<file path="src/hdl/maf_pkg.sv">
// Shared types and constants of the moving average filter.
// No dependencies; used by the interfaces and all modules but maf_ram.
`timescale 1ns / 1ps

package maf_pkg;

	localparam int DATA_W = 32;
	localparam int TS_W   = 32;
	localparam int CFG_W  = 11;

	typedef logic signed [DATA_W-1:0] sample_t;
	typedef logic        [TS_W-1:0]   ts_t;
	typedef logic        [CFG_W-1:0]  cfg_t;

	localparam cfg_t WINDOW_LEN_RESET = 11'd4;

endpackage

</file>
<file path="src/hdl/maf_div.sv">
// Radix-2 restoring divider: signed dividend by unsigned divisor, truncated toward zero.
// Depends on maf_pkg.
`timescale 1ns / 1ps

module maf_div #(
	parameter int SUM_W = 42,
	parameter int LEN_W = 11
) (
	input  logic                    clk,
	input  logic                    arst_n,
	input  logic                    start,
	input  logic signed [SUM_W-1:0] dividend,
	input  logic        [LEN_W-1:0] divisor,
	output logic                    done,
	output maf_pkg::sample_t        quotient
);

	localparam int CNT_W = $clog2(SUM_W + 1);

	logic [SUM_W-1:0] quo_q;
	logic [LEN_W-1:0] rem_q;
	logic [CNT_W-1:0] cnt_q;
	logic             neg_q;
	logic             done_q;
	logic [LEN_W:0]   trial;
	logic             fits;
	logic [SUM_W-1:0] magnitude;

	assign magnitude = dividend[SUM_W-1] ? SUM_W'(-dividend) : SUM_W'(dividend);
	assign trial     = {rem_q, quo_q[SUM_W-1]};
	assign fits      = trial >= {1'b0, divisor};

	always_ff @(posedge clk or negedge arst_n) begin
		if (!arst_n) begin
			cnt_q  <= '0;
			done_q <= 1'b0;
		end else begin
			done_q <= 1'b0;
			if (start) begin
				cnt_q <= CNT_W'(SUM_W);
			end else if (cnt_q != '0) begin
				cnt_q <= cnt_q - 1'b1;
				if (cnt_q == CNT_W'(1)) begin
					done_q <= 1'b1;
				end
			end
		end
	end

	always_ff @(posedge clk) begin
		if (start) begin
			neg_q <= dividend[SUM_W-1];
			quo_q <= magnitude;
			rem_q <= '0;
		end else if (cnt_q != '0) begin
			rem_q <= fits ? LEN_W'(trial - {1'b0, divisor}) : trial[LEN_W-1:0];
			quo_q <= {quo_q[SUM_W-2:0], fits};
		end
	end

	assign done     = done_q;
	// The mean always fits the sample width, so only the low bits are negated.
	assign quotient = neg_q ? maf_pkg::sample_t'(-quo_q[maf_pkg::DATA_W-1:0])
	                        : maf_pkg::sample_t'(quo_q[maf_pkg::DATA_W-1:0]);

endmodule

</file>
<file path="config.mk">
export PLATFORM = sky130hd
export DESIGN_NAME = maf_div
export DESIGN_NICKNAME = d
export VERILOG_FILES = /design/src/hdl/maf_pkg.sv /design/src/hdl/maf_div.sv
export SDC_FILE = /design/constraint.sdc
export NUM_CORES = 1
export LEC_CHECK = 0
export ABC_AREA = 1
export BUFFER_PORTS_ARGS = -buffer_cell sky130_fd_sc_hd__buf_2
export CAP_MARGIN = 10
export CELL_PAD_IN_SITES_DETAIL_PLACEMENT = 1
export CELL_PAD_IN_SITES_GLOBAL_PLACEMENT = 1
export CORE_MARGIN = 5
export CORE_UTILIZATION = 37
export CTS_CLUSTER_SIZE = 25
export DETAILED_ROUTE_END_ITERATION = 8
export GPL_TIMING_DRIVEN = 0
export PLACE_DENSITY = 0.81
export SLEW_MARGIN = 5
export SYNTH_ARGS = -nofsm -noshare
export SYNTH_HDL_FRONTEND = slang
export SYNTH_SLANG_ARGS = --single-unit
</file>
<file path="constraint.sdc">
create_clock -name clk -period 2.3 [get_ports clk]
set_input_delay 0.115 -clock clk [delete_from_list [all_inputs] [get_ports clk]]
set_output_delay 0.115 -clock clk [all_outputs]
set_load 0.01 [all_outputs]
</file>
* Word level (Yosys, flattened, before mapping)
Index checks and enable logic that the tools add are counted.
** Cells by class
- Divide/modulo/power cells :: 0
- Shift operators :: 0
- Reduce and logical (&&, ||, !) cells :: 2
- Bitwise operators :: 0
- Add/sub/neg operators :: 4
- Magnitude comparators :: 1
- $mul :: 0
- Multiplexer cells :: 10
- Equal/unequal tests :: 1
** Operator list (number)
- 42-bit 2-to-1 mux :: 3
- 42-bit negator :: 1
- 32-bit 2-to-1 mux :: 1
- 32-bit negator :: 1
- 12-bit by 11-bit >= comparator with 1-bit output :: 1
- 6-bit 2-to-1 mux :: 2
- 11-bit 2-to-1 mux :: 1
- 11-bit subtractor :: 1
- 6-bit by 1-bit equality test with 1-bit output (second input constant) :: 1
- 6-bit nonzero test :: 1
- 6-bit by 1-bit subtractor with 6-bit output (second input constant) :: 1
- 1-bit 2-to-1 mux :: 3
- 2-bit nonzero test :: 1
** Storage, ports and cells
- Memories kept :: 0
- Flip-flop bits (word level) :: 61
- Latch bits :: 0
- Memory bits (read-only) :: 0
- Input port bits :: 56
- Output and inout port bits :: 33
- Bits in writable memories :: 0

* Logic depth before layout (Yosys ltp)
Gate-level depths: netlist (run 1).
- Depth after elaboration :: 4
- Gate-level depth with buffers :: 12
- Depth with buffers taken out :: 12

* Worst setup path before layout (run 1)
Ideal clock, no wire load.
- Path type :: reg2reg
- Start :: register cnt_q[0]
- End :: register quo_q[0] (enable)
- Period minus slack after synthesis :: 2.143 ns
- Library setup time :: 0.398 ns
- Slack :: 0.157 ns
- Arrival :: 1.745 ns
- Stages on the path, launching flop included :: 8
- Required time :: 1.902 ns
- Cells stage by stage :: dfrtp_1 > inv_1 > ha_1 > inv_1 > nor2_1 > inv_2 > nor2_1 > inv_1
** Between the ends
- Longest elaborated chain between the ends :: 2
** Ends and longest elaborated chain
- from (decl) :: RTL line maf_div.sv:22 : logic [CNT_W-1:0] cnt_q;
- from (signal assigned) :: RTL line maf_div.sv:40 : cnt_q <= CNT_W'(SUM_W);
- from (signal assigned) :: RTL line maf_div.sv:42 : cnt_q <= cnt_q - 1'b1;
- 6-bit nonzero test :: RTL line maf_div.sv:55 : end else if (cnt_q != '0) begin
- 2-bit nonzero test (no source line)
- to (signal assigned) :: RTL line maf_div.sv:53 : quo_q <= magnitude;
- to (signal assigned) :: RTL line maf_div.sv:57 : quo_q <= {quo_q[SUM_W-2:0], fits};
- to (decl) :: RTL line maf_div.sv:20 : logic [SUM_W-1:0] quo_q;
Every way passes these cells.
A chain may end at the register's enable or synchronous reset.

* Worst setup path after layout (run 1)
- Start :: register quo_q[4]
- End :: output quotient[13]
** Between the ends
- Longest elaborated chain between the ends :: 2
** Ends and longest elaborated chain
- 32-bit negator :: RTL line maf_div.sv:63 : assign quotient = neg_q ? maf_pkg::sample_t'(-quo_q[maf_pkg::DATA_W-1:0])
- 32-bit 2-to-1 mux :: RTL line maf_div.sv:63
- to (decl) :: RTL line maf_div.sv:15 : output maf_pkg::sample_t quotient
Every way passes these cells.

==> results of run 1 <==
[stage by stage]
step	setup TNS, ns	hold slack (ns)	power (uW)	setup slack, ns
after CTS	-0.00260	0.0264	5060	-0.00260
after global routing	-0.678	0.0274	5460	-0.105
after floorplan	0	-0.181	2960	0.157
after detailed placement	0	-0.0438	3610	0.00692
final	0	0.0339	5130	0.0266
after global placement	-15.38	-0.0438	3530	-0.356
[what timing repair did]
item,4_1_cts,5_1_grt
buffers inserted,5,7
hold endpoints to repair,8,0
endpoints found under the setup margin,9,26
pin swaps,7,8
gates resized for setup,8,16
hold buffers,2,0
[cells by family after synthesis]
kind of cell,share of synthesized area (%)
AO/OA/AOI/OAI,9.21
XOR/XNOR,8.54
adder cells (fa/ha/maj),3.82
buffers and inverters,8.57
flip-flops,31.0
AND/OR/NAND/NOR,38.8
[sequential cells by signal, summed over array words and instances, names as in the netlist]
| name | cells |
|---|---|
| cnt_q | 6 |
| rem_q | 11 |
| quo_q | 42 |
| done | 1 |
| neg_q | 1 |
[critical path, cell delays in order (launching register included)]
cell and delay [ns]:
edfxtp_1 0.42, nor2_2 0.15, nand4_1 0.20, nor3_4 0.28, buf_4 0.19, nand3_1 0.06, nand2_1 0.09, o21ai_1 0.09
xor2_1 0.17, buf_2 0.16
[power groups by stage]
stage          Clock, uW  Combinational [uW]  Sequential, uW
3_3_place_gp           0                1950            1580
3_5_place_dp           0                2020            1590
6_report            1430                2120            1580
4_1_cts             1430                2060            1570
5_1_grt             1510                2350            1600
2_1_floorplan          0                1440            1520
[routing by layer]
metal / routed length [um] / track usage, % / vias to the layer above
met5: 0 / 0 / -
met4: 226 / 4.39 / 0
met3: 971 / 4.13 / 15
met2: 9090 / 34.7 / 148
met1: 8880 / 29.5 / 2849
li1: - / - / 2920
[final cells by class]
type | instances | area, sq um
timing repair buffer | 103 | 574
tap | 184 | 230
clock buffer | 15 | 310
sequential | 61 | 1690
multi-input combinational | 648 | 3380
inverter | 99 | 372
clock inverter | 1 | 8.76
fill | 1954 | 7830
buffer | 20 | 91.3
[cells in the final DEF, fill, tap and decap left out, types with 10 or more instances in the layout]
cell / count
buf_4: 12
nor2_1: 103
dfxtp_1: 11
ha_1: 14
nand3_1: 72
o21ai_1: 47
a21oi_1: 10
inv_1: 84
edfxtp_1: 43
nand4_1: 27
o21ai_0: 14
clkbuf_16: 11
inv_2: 14
clkbuf_1: 13
xor2_1: 43
buf_2: 91
nand2_1: 251
[worst max-delay path by stage]
stage | slack, ns | to | cells past startpoint | startpoint
5_1_grt | -0.10 | quotient[29] | 9 | quo_q[2]$_DFFE_PP_
3_3_place_gp | -0.36 | quo_q[4]$_DFFE_PP_ | 7 | cnt_q[0]$_DFFE_PN0P_
6_report | 0.03 | quotient[13] | 9 | quo_q[4]$_DFFE_PP_
4_1_cts | -0.003 | quotient[24] | 9 | quo_q[0]$_DFFE_PP_
2_1_floorplan | 0.16 | quo_q[0]$_DFFE_PP_ | 7 | cnt_q[0]$_DFFE_PN0P_
3_5_place_dp | 0.007 | quo_q[0]$_DFFE_PP_ | 9 | quo_q[41]$_DFFE_PP_
==> flow_summary.yaml, run 1 <==
outcome:
  status: "finished clean"
place:
  gp_congestion: 0.950
  placed_area_sq_mm: 0.00612
  place_hpwl_um: 15000
  portBuffers: 88
  dp.cells: 1102
logic_synthesis:
  synth_seq_cells: 61
  synth.avg_cell_area_sq_um: 6.55
  ys_seq_area_share_pct: 31.0
  synth_top_area_share_pct: 23.8
  synth_edf_count: 43
  synth_top_cell_by_area: "edfxtp_1"
  synth_cell_types: 41
  async_flop_share_pct: 11.5
  yosys-top-cells-area: "edfxtp_1 (24%), nand2_1 (18%), nor2_1 (7.5%)"
  yosysMostFrequentCell: "nand2_1"
  syn_inst: 829
  ys_top_cells_by_count: "nand2_1 (254), nor2_1 (109), inv_1 (86)"
  ys_warn_count: 0
  ys.flop_type: "edfxtp_1"
  syn_nets: 901
  synth_area_sq_mm: 0.00543
timing:
  finalMaxSlewViolations: 0
  hold_violations: 0
  fmax_mhz: 440
  max_slew_margin_pct: 57.5
  period_needed_ns: 2.27
  worstMarginPinSlew_ns: 0.637
  finalCritPeriodShare_pct: 98.8
  rsz0062_at_grt: "yes"
  finClkSkew_ns: 0.00858
  finalSetupViolations: 0
worst_setup_path:
  r2r-end: "quo_q[0]$_DFFE_PP_"
  endpoint_kind: "output pin"
  critPathMaxFanout: 4
  arrival_ns: 2.16
  worstPathRequired_ns: 2.18
  crit_type: "reg -> out"
  start_kind: "register"
  reg2reg_slack_ns: 0.14
  rr_startpoint: "rem_q[4]$_SDFFE_PP0P_"
  reg2reg_depth: 8
clock_tree:
  cts-buffers-inserted: 9
  cts_tree: "done"
  clockRootBuffer: "clkbuf_16"
  path_clk_slew_ns: 0.05
  clk_path_buf_depth: 2
  clkLatencyLatePin_ns: 0.34
  clock_sinks: 61
  cts-htree-levels: 3
power:
  clkPwrFrac_pct: 27.9
  pwr-share-comb_pct: 41.3
  p_leak_uw: 0.00315
  peakVddDrop_mv: 0.381
  seqPwrFrac_pct: 30.8
  p_per_area_mw_per_mm2: 771
  switchingPower_uw: 2030
  swShare_pct: 39.5
  p_int_uw: 3100
worst_hold_path:
  hp-class: "in -> reg"
  hp-start: "start"
  hold_depth: 1
  hold_end: "neg_q$_DFFE_PP_"
floorplanning:
  row_count: 44
  ios: 89
  die_x_um: 131
  die_y_um: 131
  die_area_sq_mm: 0.0172
  initial_core_util_pct: 37.5
  core_area_sq_mm: 0.0145
detailed_routing:
  first_pass_iters: 5
  vias: 5932
  drtIter0Drc: 390
  ant_nets: 0
  avgViaCountPerCell: 5.24
  wl_per_cell_um: 16.9
  drc: 0
  wl_um: 19200
layout:
  fin_nets: 1014
  drive_above_1_share_pct: 18.1
  area_growth_pct: 22.4
  postLayoutCoreUtil_pct: 45.9
  final_area_sq_mm: 0.00665
  n_antenna_cell: 0
  fin_cells: 1131
global_routing:
  grt_pass1_wl_um: 30300
  grt_pass1_vias: 5923
  gr-usage-all-layers_pct: 21.3
  antenna_found_initial: 0
  grt_max_degree: 42
  grt_overflow_total: 0
flow_run:
  maxCapViolCount: 0
Note: power is estimated with default switching activity, not from simulation.
==> run 2: changes to the inputs <==
--- a/config.mk
+++ b/config.mk
@@ -8,14 +8,14 @@
 export ABC_AREA = 1
 export BUFFER_PORTS_ARGS = -buffer_cell sky130_fd_sc_hd__buf_2
 export CAP_MARGIN = 10
-export CELL_PAD_IN_SITES_DETAIL_PLACEMENT = 1
-export CELL_PAD_IN_SITES_GLOBAL_PLACEMENT = 1
+export CELL_PAD_IN_SITES_DETAIL_PLACEMENT = 0
+export CELL_PAD_IN_SITES_GLOBAL_PLACEMENT = 2
 export CORE_MARGIN = 5
-export CORE_UTILIZATION = 37
+export CORE_UTILIZATION = 28
 export CTS_CLUSTER_SIZE = 25
 export DETAILED_ROUTE_END_ITERATION = 8
 export GPL_TIMING_DRIVEN = 0
-export PLACE_DENSITY = 0.81
+export PLACE_DENSITY = 0.8
 export SLEW_MARGIN = 5
 export SYNTH_ARGS = -nofsm -noshare
 export SYNTH_HDL_FRONTEND = slang
==> flow_summary.yaml, run 2 (synthesized netlist as in run 1, its figures left out) <==
outcome:
  status: "finished clean"
timing:
  period_needed_ns: 2.28
  timing.final.ws_setup_ns: 0.0199
  max_slew_margin_pct: 53.3
  fmax_mhz: 439
  hold_slack_ns: 0.0341
  finalSetupTns_ns: 0
  finalSetupViolations: 0
  finalCritPeriodShare_pct: 99.1
  worstMarginPinSlew_ns: 0.700
  hold_violations: 0
  rsz0062_at_grt: "yes"
  finClkSkew_ns: 0.00987
  finalMaxSlewViolations: 0
place:
  portBuffers: 88
  place_hpwl_um: 15100
  pre_cts_slack_ns: -0.0107
  gp_congestion: 0.822
detailed_routing:
  vias: 5655
  ant_nets: 0
  first_pass_iters: 5
  avgViaCountPerCell: 4.62
  drc: 0
  drtIter0Drc: 286
  wl_um: 18700
  wl_per_cell_um: 15.3
worst_setup_path:
  rr_startpoint: "quo_q[41]$_DFFE_PP_"
  endpoint_kind: "output pin"
  start_kind: "register"
  r2r-end: "quo_q[0]$_DFFE_PP_"
  worstPathRequired_ns: 2.18
  reg2reg_depth: 9
  reg2reg_slack_ns: 0.13
  arrival_ns: 2.17
  crit_type: "reg -> out"
  critPathMaxFanout: 4
global_routing:
  antenna_found_initial: 0
  busiest_layer: "met2"
  grt_max_degree: 41
  grt_pass1_wl_um: 29600
  gr-usage-all-layers_pct: 16.9
  grt_use_met1_pct: 25.0
  met2_usage_pct: 26.2
  use_met3_pct: 2.67
  grt_overflow_total: 0
  grt_pass1_vias: 5525
worst_hold_path:
  hold_depth: 1
  hp-class: "in -> reg"
  hp-start: "start"
  hold_end: "neg_q$_DFFE_PP_"
layout:
  drive_above_1_share_pct: 19.2
  fin_nets: 1025
  final_cell_mix: "nand2_1 (251), nor2_1 (103), buf_2 (91)"
  largest_registers: "quo_q (42), rem_q (11), cnt_q (6)"
  layout_commonest_cell: "nand2_1"
  largest_register: "quo_q"
  area_growth_pct: 26.0
  n_antenna_cell: 0
  nFillCells: 2237
  largest_register_ffs: 42
power:
  switchingPower_uw: 1990
  pwr-share-comb_pct: 40.9
  p_leak_uw: 0.00320
  peakVddDrop_mv: 0.309
  p_int_uw: 3230
  clkPwrFrac_pct: 29.0
  seqPwrFrac_pct: 30.0
  p_per_area_mw_per_mm2: 763
  swShare_pct: 38.1
floorplanning:
  ios: 89
  die_area_sq_mm: 0.0223
  core_area_sq_mm: 0.0193
  die_x_um: 149
  initial_core_util_pct: 28.2
  die_y_um: 149
  row_count: 51
clock_tree:
  cts_tree: "done"
  clkLatencyLatePin_ns: 0.34
  path_clk_slew_ns: 0.05
  clockRootBuffer: "clkbuf_16"
  clk_path_buf_depth: 2
  cts-htree-levels: 3
  cts-buffers-inserted: 9
  clock_sinks: 61
flow_run:
  maxCapViolCount: 0
## run 2: worst max path at each step
stage	slack (ns)	cells past startpoint	to	start
floorplan	0.16	7	quo_q[0]$_DFFE_PP_	cnt_q[0]$_DFFE_PN0P_
global placement	-0.40	7	quo_q[4]$_DFFE_PP_	cnt_q[0]$_DFFE_PN0P_
detailed placement	-0.01	9	quo_q[0]$_DFFE_PP_	quo_q[41]$_DFFE_PP_
CTS	0.02	9	quotient[24]	quo_q[0]$_DFFE_PP_
global route	-0.07	9	quotient[24]	quo_q[1]$_DFFE_PP_
finish	0.02	10	quotient[22]	quo_q[1]$_DFFE_PP_
## run 2: repair_timing
| item | in CTS | in global routing |
|---|---|---|
| endpoints found under the setup margin | 11 | 24 |
| setup buffers | 15 | 8 |
| resized for setup | 8 | 15 |
| hold endpoints to repair | 8 | 0 |
| hold buffers | 2 | 0 |
| pin swaps | 9 | 12 |
## run 2: per-stage QoR
step | util, % | instance area (sq um) | total power (uW) | instances
final | 35.5 | 6850 | 5230 | 1223
after global placement | 32.2 | 6210 | 3590 | 1182
after CTS | 34.9 | 6730 | 5210 | 1216
after global routing | 35.5 | 6850 | 5630 | 1223
after floorplan | - | 5430 | 2960 | 829
after detailed placement | 32.3 | 6230 | 3590 | 1183
## run 2: critical path: stages (launching register included)
cell and delay (ns):
edfxtp_1 0.41, inv_2 0.12, ha_4 0.14, nand4_1 0.19
nor2_2 0.16, buf_4 0.13, nand2_2 0.07, o21ai_4 0.18
nand3_1 0.11, xor2_1 0.16, buf_2 0.16
## run 2: layout make-up
cell class / count / area (sq um) / share of cell area [%]
multi-input cells: 648 / 3370 / 49.3
flip-flops and latches: 61 / 1690 / 24.6
repair buffers: 114 / 657 / 9.59
inverters: 99 / 372 / 5.43
well taps: 265 / 332 / 4.84
clock buffers: 12 / 289 / 4.22
plain buffers: 20 / 90.1 / 1.32
clock inverters: 4 / 50.0 / 0.731
## run 2: power groups by stage
stage | registers, uW | clock network [uW] | logic, uW
2_1_floorplan | 1520 | 0 | 1440
6_report | 1570 | 1520 | 2140
3_5_place_dp | 1590 | 0 | 2000
3_3_place_gp | 1580 | 0 | 2000
5_1_grt | 1600 | 1590 | 2440
4_1_cts | 1560 | 1550 | 2090
## run 2: metal layers
| metal | routed length (um) | share of wire [%] | up-vias |
|---|---|---|---|
| li1 | - | - | 2944 |
| met1 | 9530 | 51 | 2571 |
| met2 | 8270 | 44 | 126 |
| met3 | 739 | 3.9 | 14 |
| met4 | 196 | 1.0 | 0 |
| met5 | 0 | 0 | - |
